[config.mk]
export PLATFORM = sky130hd
export DESIGN_NAME = isotp_receive_reassembler_flat
export DESIGN_NICKNAME = d
export VERILOG_FILES = /design/src/hdl/isotp_pkg.sv /design/src/hdl/isotp_if.sv /design/src/hdl/isotp_receive_reassembler.sv /design/src/hdl/isotp_rx_core.sv /design/src/flat_wrapper.sv
export SDC_FILE = /design/constraint.sdc
export NUM_CORES = 1
export LEC_CHECK = 0
export BUFFER_PORTS_ARGS = -buffer_cell sky130_fd_sc_hd__buf_4
export CELL_PAD_IN_SITES_DETAIL_PLACEMENT = 1
export CELL_PAD_IN_SITES_GLOBAL_PLACEMENT = 1
export CORE_ASPECT_RATIO = 0.6
export CORE_MARGIN = 10
export CORE_UTILIZATION = 48
export DETAILED_ROUTE_END_ITERATION = 16
export PLACE_DENSITY_LB_ADDON = 0.1
export SETUP_SLACK_MARGIN = 0.4
export SYNTH_ARGS = -nofsm -noshare
export SYNTH_HDL_FRONTEND = slang
export SYNTH_HIERARCHICAL = 1
export SYNTH_SLANG_ARGS = --single-unit
[constraint.sdc]
create_clock -name i_clk -period 18.2 [get_ports i_clk]
set_clock_uncertainty 0.2 [all_clocks]
set_input_delay 0.91 -clock i_clk [delete_from_list [all_inputs] [get_ports i_clk]]
set_output_delay 0.91 -clock i_clk [all_outputs]
set_load 0.01 [all_outputs]
[src/hdl/isotp_pkg.sv]
// ---------------------------------------------------------------------------
// isotp_pkg
// types and constants shared by the isotp receive reassembler
// ---------------------------------------------------------------------------
`timescale 1ns / 1ps

package isotp_pkg;

    localparam logic [10:0] FUNC_ID        = 11'h700;
    localparam logic [3:0]  FT_SINGLE      = 4'h0;
    localparam logic [3:0]  FT_FIRST       = 4'h1;
    localparam logic [3:0]  FT_CONSEC      = 4'h2;
    localparam logic [11:0] FF_INLINE_MAX  = 12'd6;
    localparam logic [2:0]  FF_INLINE_CNT  = 3'd6;
    localparam logic [2:0]  SEG_MAX        = 3'd7;
    localparam logic [12:0] CF_BYTES       = 13'd7;

    typedef enum logic [1:0] {
        KIND_START   = 2'd0,
        KIND_CONT    = 2'd1,
        KIND_SEQ_ERR = 2'd2
    } t_kind;

    typedef enum logic {
        ST_IDLE = 1'b0,
        ST_BUSY = 1'b1
    } t_rx_state;

    typedef struct packed {
        logic [10:0]      can_id;
        logic [7:0]       pci;
        logic [7:1][7:0]  data;
    } t_frame;

    typedef struct packed {
        t_kind            kind;
        logic             rfc;
        logic [6:0][7:0]  data;
        logic [2:0]       byte_count;
        logic             done;
        logic [11:0]      length;
    } t_result;

endpackage

[src/hdl/isotp_if.sv]
// ---------------------------------------------------------------------------
// isotp channel interfaces
// valid/ready channels for frames, results and the receive id register
// ---------------------------------------------------------------------------
`timescale 1ns / 1ps

interface isotp_frame_if;
    logic        valid;
    logic        ready;
    logic [10:0] can_id;
    logic [7:0]  pci_byte;
    logic [7:0]  byte_1;
    logic [7:0]  byte_2;
    logic [7:0]  byte_3;
    logic [7:0]  byte_4;
    logic [7:0]  byte_5;
    logic [7:0]  byte_6;
    logic [7:0]  byte_7;

    modport source (output valid, can_id, pci_byte, byte_1, byte_2, byte_3, byte_4,
                    byte_5, byte_6, byte_7, input ready);
    modport sink (input valid, can_id, pci_byte, byte_1, byte_2, byte_3, byte_4,
                  byte_5, byte_6, byte_7, output ready);
endinterface

interface isotp_result_if;
    logic        valid;
    logic        ready;
    logic [1:0]  kind;
    logic        request_flow_control;
    logic [7:0]  out_0;
    logic [7:0]  out_1;
    logic [7:0]  out_2;
    logic [7:0]  out_3;
    logic [7:0]  out_4;
    logic [7:0]  out_5;
    logic [7:0]  out_6;
    logic [2:0]  byte_count;
    logic        message_done;
    logic [11:0] message_length;

    modport source (output valid, kind, request_flow_control, out_0, out_1, out_2, out_3,
                    out_4, out_5, out_6, byte_count, message_done, message_length,
                    input ready);
    modport sink (input valid, kind, request_flow_control, out_0, out_1, out_2, out_3,
                  out_4, out_5, out_6, byte_count, message_done, message_length,
                  output ready);
endinterface

interface isotp_cfg_if;
    logic        valid;
    logic        ready;
    logic [10:0] own_rx_id;

    modport source (output valid, own_rx_id, input ready);
    modport sink (input valid, own_rx_id, output ready);
endinterface

[src/hdl/isotp_receive_reassembler.sv]
// ---------------------------------------------------------------------------
// isotp_receive_reassembler
// streaming iso-tp receive reassembler, one can frame in, at most one
// payload segment or sequence error report out
// ---------------------------------------------------------------------------
// a taken frame waits in the frame register until its result is registered in the result register
// throughput: one frame per cycle, held back only by result back pressure
// the frame register and the result register each hold one request
// reset clears both valid flags, the message state and own_rx_id to 0
`timescale 1ns / 1ps

module isotp_receive_reassembler (
    input  logic                  i_clk,
    input  logic                  i_rst_n,
    isotp_frame_if.sink           i_frame,
    isotp_cfg_if.sink             i_cfg,
    isotp_result_if.source        o_result
);
    import isotp_pkg::*;

    logic        r_in_valid;
    t_frame      r_frame;
    logic        r_out_valid;
    t_result     r_out;
    logic [10:0] r_own_id;

    logic        w_advance;
    logic        w_res_valid;
    t_result     w_res;

    assign w_advance      = r_in_valid && (!r_out_valid || o_result.ready);
    assign i_frame.ready  = !r_in_valid || w_advance;
    assign i_cfg.ready    = 1'b1;

    always_ff @(posedge i_clk) begin
        if (!i_rst_n) begin
            r_own_id <= 11'd0;
        end else if (i_cfg.valid) begin
            r_own_id <= i_cfg.own_rx_id;
        end
    end

    always_ff @(posedge i_clk) begin
        if (!i_rst_n) begin
            r_in_valid <= 1'b0;
        end else if (i_frame.ready) begin
            r_in_valid <= i_frame.valid;
        end
    end

    always_ff @(posedge i_clk) begin
        if (i_frame.valid && i_frame.ready) begin
            r_frame.can_id  <= i_frame.can_id;
            r_frame.pci     <= i_frame.pci_byte;
            r_frame.data[1] <= i_frame.byte_1;
            r_frame.data[2] <= i_frame.byte_2;
            r_frame.data[3] <= i_frame.byte_3;
            r_frame.data[4] <= i_frame.byte_4;
            r_frame.data[5] <= i_frame.byte_5;
            r_frame.data[6] <= i_frame.byte_6;
            r_frame.data[7] <= i_frame.byte_7;
        end
    end

    isotp_rx_core u_core (
        .i_clk       (i_clk),
        .i_rst_n     (i_rst_n),
        .i_step      (w_advance),
        .i_frame     (r_frame),
        .i_own_id    (r_own_id),
        .o_res_valid (w_res_valid),
        .o_res       (w_res)
    );

    always_ff @(posedge i_clk) begin
        if (!i_rst_n) begin
            r_out_valid <= 1'b0;
        end else if (w_advance) begin
            r_out_valid <= w_res_valid;
        end else if (o_result.ready) begin
            r_out_valid <= 1'b0;
        end
    end

    always_ff @(posedge i_clk) begin
        if (w_advance && w_res_valid) begin
            r_out <= w_res;
        end
    end

    assign o_result.valid                = r_out_valid;
    assign o_result.kind                 = r_out.kind;
    assign o_result.request_flow_control = r_out.rfc;
    assign o_result.out_0                = r_out.data[0];
    assign o_result.out_1                = r_out.data[1];
    assign o_result.out_2                = r_out.data[2];
    assign o_result.out_3                = r_out.data[3];
    assign o_result.out_4                = r_out.data[4];
    assign o_result.out_5                = r_out.data[5];
    assign o_result.out_6                = r_out.data[6];
    assign o_result.byte_count           = r_out.byte_count;
    assign o_result.message_done         = r_out.done;
    assign o_result.message_length       = r_out.length;

endmodule

[src/hdl/isotp_rx_core.sv]
// ---------------------------------------------------------------------------
// isotp_rx_core
// frame decode, sequence check and message state for one registered frame
// ---------------------------------------------------------------------------
`timescale 1ns / 1ps

module isotp_rx_core (
    input  logic              i_clk,
    input  logic              i_rst_n,
    input  logic              i_step,
    input  isotp_pkg::t_frame i_frame,
    input  logic [10:0]       i_own_id,
    output logic              o_res_valid,
    output isotp_pkg::t_result o_res
);
    import isotp_pkg::*;

    typedef enum logic [2:0] {
        EV_NONE,
        EV_SF,
        EV_FF,
        EV_CF,
        EV_SEQ_ERR
    } t_evt;

    t_rx_state   r_state;
    t_rx_state   n_state;
    logic [11:0] r_total;
    logic [11:0] n_total;
    logic [12:0] r_rx_count;
    logic [12:0] n_rx_count;
    logic [3:0]  r_prev_idx;
    logic [3:0]  n_prev_idx;

    logic        w_id_hit;
    logic [3:0]  w_ctrl;
    logic [3:0]  w_low;
    logic        w_busy_eff;
    logic [11:0] w_ff_len;
    logic        w_ff_short;
    logic [3:0]  w_expect;
    logic [12:0] w_remaining;
    logic [12:0] w_cf_count;
    logic        w_cf_last;
    t_evt        w_evt;

    logic [6:0][7:0] w_src;
    logic [2:0]      w_keep;

    // decode
    always_comb begin
        w_id_hit    = (i_frame.can_id == i_own_id) ||
                      ((i_frame.can_id == FUNC_ID) && (r_state == ST_IDLE));
        w_ctrl      = i_frame.pci[7:4];
        w_low       = i_frame.pci[3:0];
        w_busy_eff  = (r_state == ST_BUSY) && (w_ctrl != FT_FIRST);
        w_ff_len    = {w_low, i_frame.data[1]};
        w_ff_short  = w_ff_len <= FF_INLINE_MAX;
        w_expect    = r_prev_idx + 4'd1;
        w_remaining = (r_rx_count >= {1'b0, r_total}) ? 13'd0
                                                      : ({1'b0, r_total} - r_rx_count);
        w_cf_count  = r_rx_count + CF_BYTES;
        w_cf_last   = w_cf_count >= {1'b0, r_total};

        priority if (!w_id_hit) begin
            w_evt = EV_NONE;
        end else if (!w_busy_eff) begin
            if (w_ctrl == FT_FIRST) begin
                w_evt = EV_FF;
            end else if (w_ctrl == FT_SINGLE) begin
                w_evt = EV_SF;
            end else begin
                w_evt = EV_NONE;
            end
        end else if (w_low != w_expect) begin
            w_evt = EV_SEQ_ERR;
        end else if (w_ctrl == FT_CONSEC) begin
            w_evt = EV_CF;
        end else begin
            w_evt = EV_NONE;
        end
    end

    // next state
    always_comb begin
        n_state    = r_state;
        n_total    = r_total;
        n_rx_count = r_rx_count;
        n_prev_idx = r_prev_idx;
        if (i_step) begin
            unique case (w_evt)
                EV_FF: begin
                    n_total    = w_ff_len;
                    n_prev_idx = 4'd0;
                    if (w_ff_short) begin
                        n_state    = ST_IDLE;
                        n_rx_count = 13'd0;
                    end else begin
                        n_state    = ST_BUSY;
                        n_rx_count = {10'd0, FF_INLINE_CNT};
                    end
                end
                EV_SEQ_ERR: begin
                    n_state    = ST_IDLE;
                    n_rx_count = 13'd0;
                end
                EV_CF: begin
                    n_prev_idx = w_low;
                    if (w_cf_last) begin
                        n_state    = ST_IDLE;
                        n_rx_count = 13'd0;
                    end else begin
                        n_rx_count = w_cf_count;
                    end
                end
                EV_SF, EV_NONE: begin
                end
                default: begin
                end
            endcase
        end
    end

    // outputs
    always_comb begin
        o_res_valid      = 1'b0;
        o_res.kind       = KIND_START;
        o_res.rfc        = 1'b0;
        o_res.byte_count = 3'd0;
        o_res.done       = 1'b0;
        o_res.length     = r_total;
        w_src            = '0;
        w_keep           = 3'd0;
        unique case (w_evt)
            EV_FF: begin
                o_res_valid      = 1'b1;
                o_res.rfc        = !w_ff_short;
                o_res.done       = w_ff_short;
                o_res.length     = w_ff_len;
                o_res.byte_count = w_ff_short ? w_ff_len[2:0] : FF_INLINE_CNT;
                w_src            = {8'd0, i_frame.data[7:2]};
                w_keep           = o_res.byte_count;
            end
            EV_SF: begin
                o_res_valid      = 1'b1;
                o_res.done       = 1'b1;
                o_res.byte_count = w_low[3] ? SEG_MAX : w_low[2:0];
                o_res.length     = {9'd0, o_res.byte_count};
                w_src            = i_frame.data;
                w_keep           = o_res.byte_count;
            end
            EV_SEQ_ERR: begin
                o_res_valid = 1'b1;
                o_res.kind  = KIND_SEQ_ERR;
                w_src[0]    = {4'd0, w_low};
                w_src[1]    = {4'd0, w_expect};
                w_keep      = 3'd2;
            end
            EV_CF: begin
                o_res_valid      = 1'b1;
                o_res.kind       = KIND_CONT;
                o_res.done       = w_cf_last;
                o_res.byte_count = (w_remaining >= {10'd0, SEG_MAX}) ? SEG_MAX
                                                                     : w_remaining[2:0];
                w_src            = i_frame.data;
                w_keep           = o_res.byte_count;
            end
            EV_NONE: begin
            end
            default: begin
            end
        endcase
        for (int i = 0; i < 7; i++) begin
            o_res.data[i] = (3'(i) < w_keep) ? w_src[i] : 8'd0;
        end
    end

    always_ff @(posedge i_clk) begin
        if (!i_rst_n) begin
            r_state    <= ST_IDLE;
            r_total    <= 12'd0;
            r_rx_count <= 13'd0;
            r_prev_idx <= 4'd0;
        end else begin
            r_state    <= n_state;
            r_total    <= n_total;
            r_rx_count <= n_rx_count;
            r_prev_idx <= n_prev_idx;
        end
    end

endmodule

[src/flat_wrapper.sv]
// flat-port wrapper written by rule: the top's interface ports become plain ports
module isotp_receive_reassembler_flat import isotp_pkg::*;
  (i_clk, i_rst_n, i_frame_valid, i_frame_can_id, i_frame_pci_byte, i_frame_byte_1, i_frame_byte_2, i_frame_byte_3, i_frame_byte_4, i_frame_byte_5, i_frame_byte_6, i_frame_byte_7, i_frame_ready, i_cfg_valid, i_cfg_own_rx_id, i_cfg_ready, o_result_valid, o_result_kind, o_result_request_flow_control, o_result_out_0, o_result_out_1, o_result_out_2, o_result_out_3, o_result_out_4, o_result_out_5, o_result_out_6, o_result_byte_count, o_result_message_done, o_result_message_length, o_result_ready);
  isotp_frame_if i_frame_i ();
  isotp_cfg_if i_cfg_i ();
  isotp_result_if o_result_i ();
  input  logic i_clk;
  input  logic i_rst_n;
  input wire logic [$bits(i_frame_i.valid)-1:0] i_frame_valid;
  input wire logic [$bits(i_frame_i.can_id)-1:0] i_frame_can_id;
  input wire logic [$bits(i_frame_i.pci_byte)-1:0] i_frame_pci_byte;
  input wire logic [$bits(i_frame_i.byte_1)-1:0] i_frame_byte_1;
  input wire logic [$bits(i_frame_i.byte_2)-1:0] i_frame_byte_2;
  input wire logic [$bits(i_frame_i.byte_3)-1:0] i_frame_byte_3;
  input wire logic [$bits(i_frame_i.byte_4)-1:0] i_frame_byte_4;
  input wire logic [$bits(i_frame_i.byte_5)-1:0] i_frame_byte_5;
  input wire logic [$bits(i_frame_i.byte_6)-1:0] i_frame_byte_6;
  input wire logic [$bits(i_frame_i.byte_7)-1:0] i_frame_byte_7;
  output wire logic [$bits(i_frame_i.ready)-1:0] i_frame_ready;
  input wire logic [$bits(i_cfg_i.valid)-1:0] i_cfg_valid;
  input wire logic [$bits(i_cfg_i.own_rx_id)-1:0] i_cfg_own_rx_id;
  output wire logic [$bits(i_cfg_i.ready)-1:0] i_cfg_ready;
  output wire logic [$bits(o_result_i.valid)-1:0] o_result_valid;
  output wire logic [$bits(o_result_i.kind)-1:0] o_result_kind;
  output wire logic [$bits(o_result_i.request_flow_control)-1:0] o_result_request_flow_control;
  output wire logic [$bits(o_result_i.out_0)-1:0] o_result_out_0;
  output wire logic [$bits(o_result_i.out_1)-1:0] o_result_out_1;
  output wire logic [$bits(o_result_i.out_2)-1:0] o_result_out_2;
  output wire logic [$bits(o_result_i.out_3)-1:0] o_result_out_3;
  output wire logic [$bits(o_result_i.out_4)-1:0] o_result_out_4;
  output wire logic [$bits(o_result_i.out_5)-1:0] o_result_out_5;
  output wire logic [$bits(o_result_i.out_6)-1:0] o_result_out_6;
  output wire logic [$bits(o_result_i.byte_count)-1:0] o_result_byte_count;
  output wire logic [$bits(o_result_i.message_done)-1:0] o_result_message_done;
  output wire logic [$bits(o_result_i.message_length)-1:0] o_result_message_length;
  input wire logic [$bits(o_result_i.ready)-1:0] o_result_ready;
  assign i_frame_i.valid = i_frame_valid;
  assign i_frame_i.can_id = i_frame_can_id;
  assign i_frame_i.pci_byte = i_frame_pci_byte;
  assign i_frame_i.byte_1 = i_frame_byte_1;
  assign i_frame_i.byte_2 = i_frame_byte_2;
  assign i_frame_i.byte_3 = i_frame_byte_3;
  assign i_frame_i.byte_4 = i_frame_byte_4;
  assign i_frame_i.byte_5 = i_frame_byte_5;
  assign i_frame_i.byte_6 = i_frame_byte_6;
  assign i_frame_i.byte_7 = i_frame_byte_7;
  assign i_frame_ready = i_frame_i.ready;
  assign i_cfg_i.valid = i_cfg_valid;
  assign i_cfg_i.own_rx_id = i_cfg_own_rx_id;
  assign i_cfg_ready = i_cfg_i.ready;
  assign o_result_valid = o_result_i.valid;
  assign o_result_kind = o_result_i.kind;
  assign o_result_request_flow_control = o_result_i.request_flow_control;
  assign o_result_out_0 = o_result_i.out_0;
  assign o_result_out_1 = o_result_i.out_1;
  assign o_result_out_2 = o_result_i.out_2;
  assign o_result_out_3 = o_result_i.out_3;
  assign o_result_out_4 = o_result_i.out_4;
  assign o_result_out_5 = o_result_i.out_5;
  assign o_result_out_6 = o_result_i.out_6;
  assign o_result_byte_count = o_result_i.byte_count;
  assign o_result_message_done = o_result_i.message_done;
  assign o_result_message_length = o_result_i.message_length;
  assign o_result_i.ready = o_result_ready;
  isotp_receive_reassembler u_core (.i_clk(i_clk), .i_rst_n(i_rst_n), .i_frame(i_frame_i), .i_cfg(i_cfg_i), .o_result(o_result_i));
endmodule
==> results.sh <==
export IMPL_antenna_cells=0
export IMPL_rsz0062_at_grt="false"
export IMPL_worstHoldStart="u_core/u_core/r_prev_idx[1]"
export IMPL_ys_warn_count=6
export IMPL_drive_above_1_share=0.246
export IMPL_power_density_nw_per_um2=85.1
export IMPL_drc=0
export IMPL_layout_setup_ws_ps=13450
export IMPL_synthFlopType="edfxtp_1"
export IMPL_dieArea_um2=24800
export IMPL_drtAntennaViolNets=0
export IMPL_synth_top_cells_by_area="edfxtp_1 (50%), dfxtp_1 (9.6%), a22oi_1 (3.7%)"
export IMPL_areaGrowthSynthToFinish_pct=23.7
export IMPL_yosysUniqueCellTypes=64
export IMPL_place_congestion=0.896
export IMPL_synth_seq_cells=193
export IMPL_postSynth_asyncResetShare=0
export IMPL_synth_most_common_cell="edfxtp_1"
export IMPL_fillCellCount=1874
export IMPL_worstSetupPathType="flop to flop"
export IMPL_overflow=0
export IMPL_synth_cells=736
export IMPL_rows=38
export IMPL_clockBufferDepth=2
export IMPL_grt_pass1_vias=7358
export IMPL_cts_setup_buffers=0
export IMPL_finalCritPeriodShare=0.261
export IMPL_wl_per_cell_um=25.7
export IMPL_grt_max_degree=66
export IMPL_synth_adder_area_share=0.0385
export IMPL_ctsHoldBuffers=0
export IMPL_multi_input_comb_area_um2=3350
export IMPL_cp_data_required_time_ps=18070
export IMPL_cts_tree="built"
export IMPL_fmax_mhz=211
export IMPL_synthXorXnorAreaFrac=0.0432
export IMPL_crit_fanout=65
export IMPL_min_path_type="flop to flop"
export IMPL_cts_sinks=193
export IMPL_pre_cts_slack_ps=13580
export IMPL_final_nets=1014
export IMPL_synth_edf_count=150
export IMPL_vias_per_cell=5.92
export IMPL_clk_latency_ps=440
export IMPL_worstMarginPinSlew_ps=1190
export IMPL_leakagePower_nw=4.46
export IMPL_die_w_um=197
export IMPL_arrival_ps=4620
export IMPL_die_h_um=126
export IMPL_slew_violations=0
export IMPL_status="finished clean"
export IMPL_layout_min_cycle_time_ps=4750
export IMPL_reg2reg_from="u_core/r_frame[67]"
export IMPL_grt_pass1_wl_um=44500
export IMPL_setup_worst_path_start_class="flop"
export IMPL_regArea_um2=5370
export IMPL_utilization=0.610
export IMPL_timing_critical_path_from="u_core/r_frame[67]"
export IMPL_vias=6804
export IMPL_ir_drop_v=0.0000664
export IMPL_synth_commonest_cells="edfxtp_1 (150), nor2_1 (67), a22oi_1 (44)"
export IMPL_netlist_area_um2=8980
export IMPL_synth_simple_area_share=0.133
export IMPL_clkSlewWorstSetupHoldPaths_ps=70
export IMPL_synth_nets=854
export IMPL_post_cts_resize_count=0
export IMPL_synth_seq_area_share=0.597
export IMPL_cts_made_buffers=17
export IMPL_grtUsageTotal=0.234
export IMPL_grt_antenna_before_repair=0
export IMPL_initial_core_util=0.493
export IMPL_port_buffers=167
export IMPL_synth_top_family_by_area="simple AND/OR/NAND/NOR gates"
export IMPL_hold_viol_final=0
export IMPL_cp_end_kind="flop"
export IMPL_cts_max_level=4
export IMPL_drt_first_pass_iters=5
export IMPL_synth_compound_area_share=0.128
export IMPL_io_pin_count=169
export IMPL_totalWireLength_um=29500
export IMPL_finalSetupTns_ps=0
export IMPL_setup_viol=0
export IMPL_core_area_um2=18200
export IMPL_maxCapViolCount=0
export IMPL_synth_area_mux_share=0.0279
export IMPL_total_power_uw=946
export IMPL_slew_headroom=0.207
export IMPL_yosysTopAreaCellShare=0.502
export IMPL_drt_iter0_drc=670
export IMPL_hpwl_um=22100
export IMPL_root_buffer="clkbuf_16"
export IMPL_post_synth_top_area_cell="edfxtp_1"
export IMPL_syn_avg_cell_area_um2=12.2
## flip-flops by register name (all words and copies together), names as in the netlist
register                              cells
u_core/o_result.byte_count                3
u_core/o_result.kind                      2
u_core/o_result.message_done              1
u_core/o_result.message_length           12
u_core/o_result.out_0                     8
u_core/o_result.out_1                     8
u_core/o_result.out_2                     8
u_core/o_result.out_3                     8
u_core/o_result.out_4                     8
u_core/o_result.out_5                     8
u_core/o_result.out_6                     8
u_core/o_result.request_flow_control      1
u_core/o_result.valid                     1
u_core/r_frame                           75
u_core/r_in_valid                         1
u_core/r_own_id                          11
u_core/u_core/r_prev_idx                  4
u_core/u_core/r_rx_count                 13
u_core/u_core/r_state                     1
u_core/u_core/r_total                    12
## final cells by class
class,instances,share of cell area
Clock inverter,7,0.0102
Multi-Input combinational cell,473,0.302
Sequential cell,193,0.483
Inverter,41,0.0138
Timing Repair Buffer,170,0.115
Clock buffer,25,0.0494
Tap cell,240,0.0270
## where the power goes
part | internal (mW) | switching, mW
sequential | 0.484 | 0.0104
clock | 0.252 | 0.167
combinational | 0.0183 | 0.0139
## layer usage
| metal | GRT usage | vias up | part of all wire |
|---|---|---|---|
| li1 | - | 3044 | - |
| met1 | 0.315 | 3420 | 0.44 |
| met2 | 0.365 | 312 | 0.46 |
| met3 | 0.0723 | 28 | 0.086 |
| met4 | 0.0519 | 0 | 0.0091 |
| met5 | 0 | - | 0 |
## logic make-up (layout without fill, tap and decap cells)
kind of cell             after synthesis  count (layout)
XOR/XNOR                              40              40
multiplexers                          25              25
buffers and inverters                 70             243
AO/OA/AOI/OAI                        152             152
other                                  1               1
AND/OR/NAND/NOR                      228             228
adder cells (fa/ha/maj)               27              27
flip-flops                           193             193
## critical path, stage by stage, from the launching register on
cell and delay (ps):
edfxtp_1 420, xnor2_1 170, nand4_1 110, o31ai_1 870
o21a_2 270, buf_4 530, nor3_1 250, inv_1 110
nand2_1 100, nor2_4 620, buf_4 670
## worst paths after layout
kind / end / slack [ps] / cells past startpoint
worst max-delay path: u_core/o_result.out_2[2] / 13450 / 10
worst min register to register: u_core/u_core/r_prev_idx[1] / 330 / 2
worst max register to register: u_core/o_result.out_2[2] / 13450 / 10
worst min-delay path: u_core/u_core/r_prev_idx[1] / 330 / 2
## metrics by stage
stage | area [um^2] | hold WS [ps] | instances
after global placement | 10400 | 281 | 1117
after detailed placement | 10400 | 311 | 1117
after floorplan | 8980 | 258 | 736
after CTS | 11100 | 319 | 1149
after global routing | 11100 | 337 | 1149
final | 11100 | 328 | 1149
## cells in the final DEF, fill, tap and decap left out, types with 4 or more instances in the layout
cell type / instances
clkbuf_16: 20
xnor2_1: 34
nor3_1: 12
inv_1: 41
nand3_1: 21
o21a_1: 4
a22o_1: 15
a21oi_1: 20
a222oi_1: 4
nand2b_1: 7
a22oi_1: 44
nand2_1: 35
buf_4: 170
a21o_1: 8
a31oi_1: 5
or2_2: 4
dfxtp_1: 43
a21boi_0: 5
o21ai_0: 15
nand4_1: 6
mux2i_1: 25
edfxtp_1: 150
and3_1: 14
nor2_1: 66
ha_1: 26
nor2b_1: 35
and2_1: 5
nor4_1: 6
o211ai_1: 6
(Power assumes the default switching activity.)
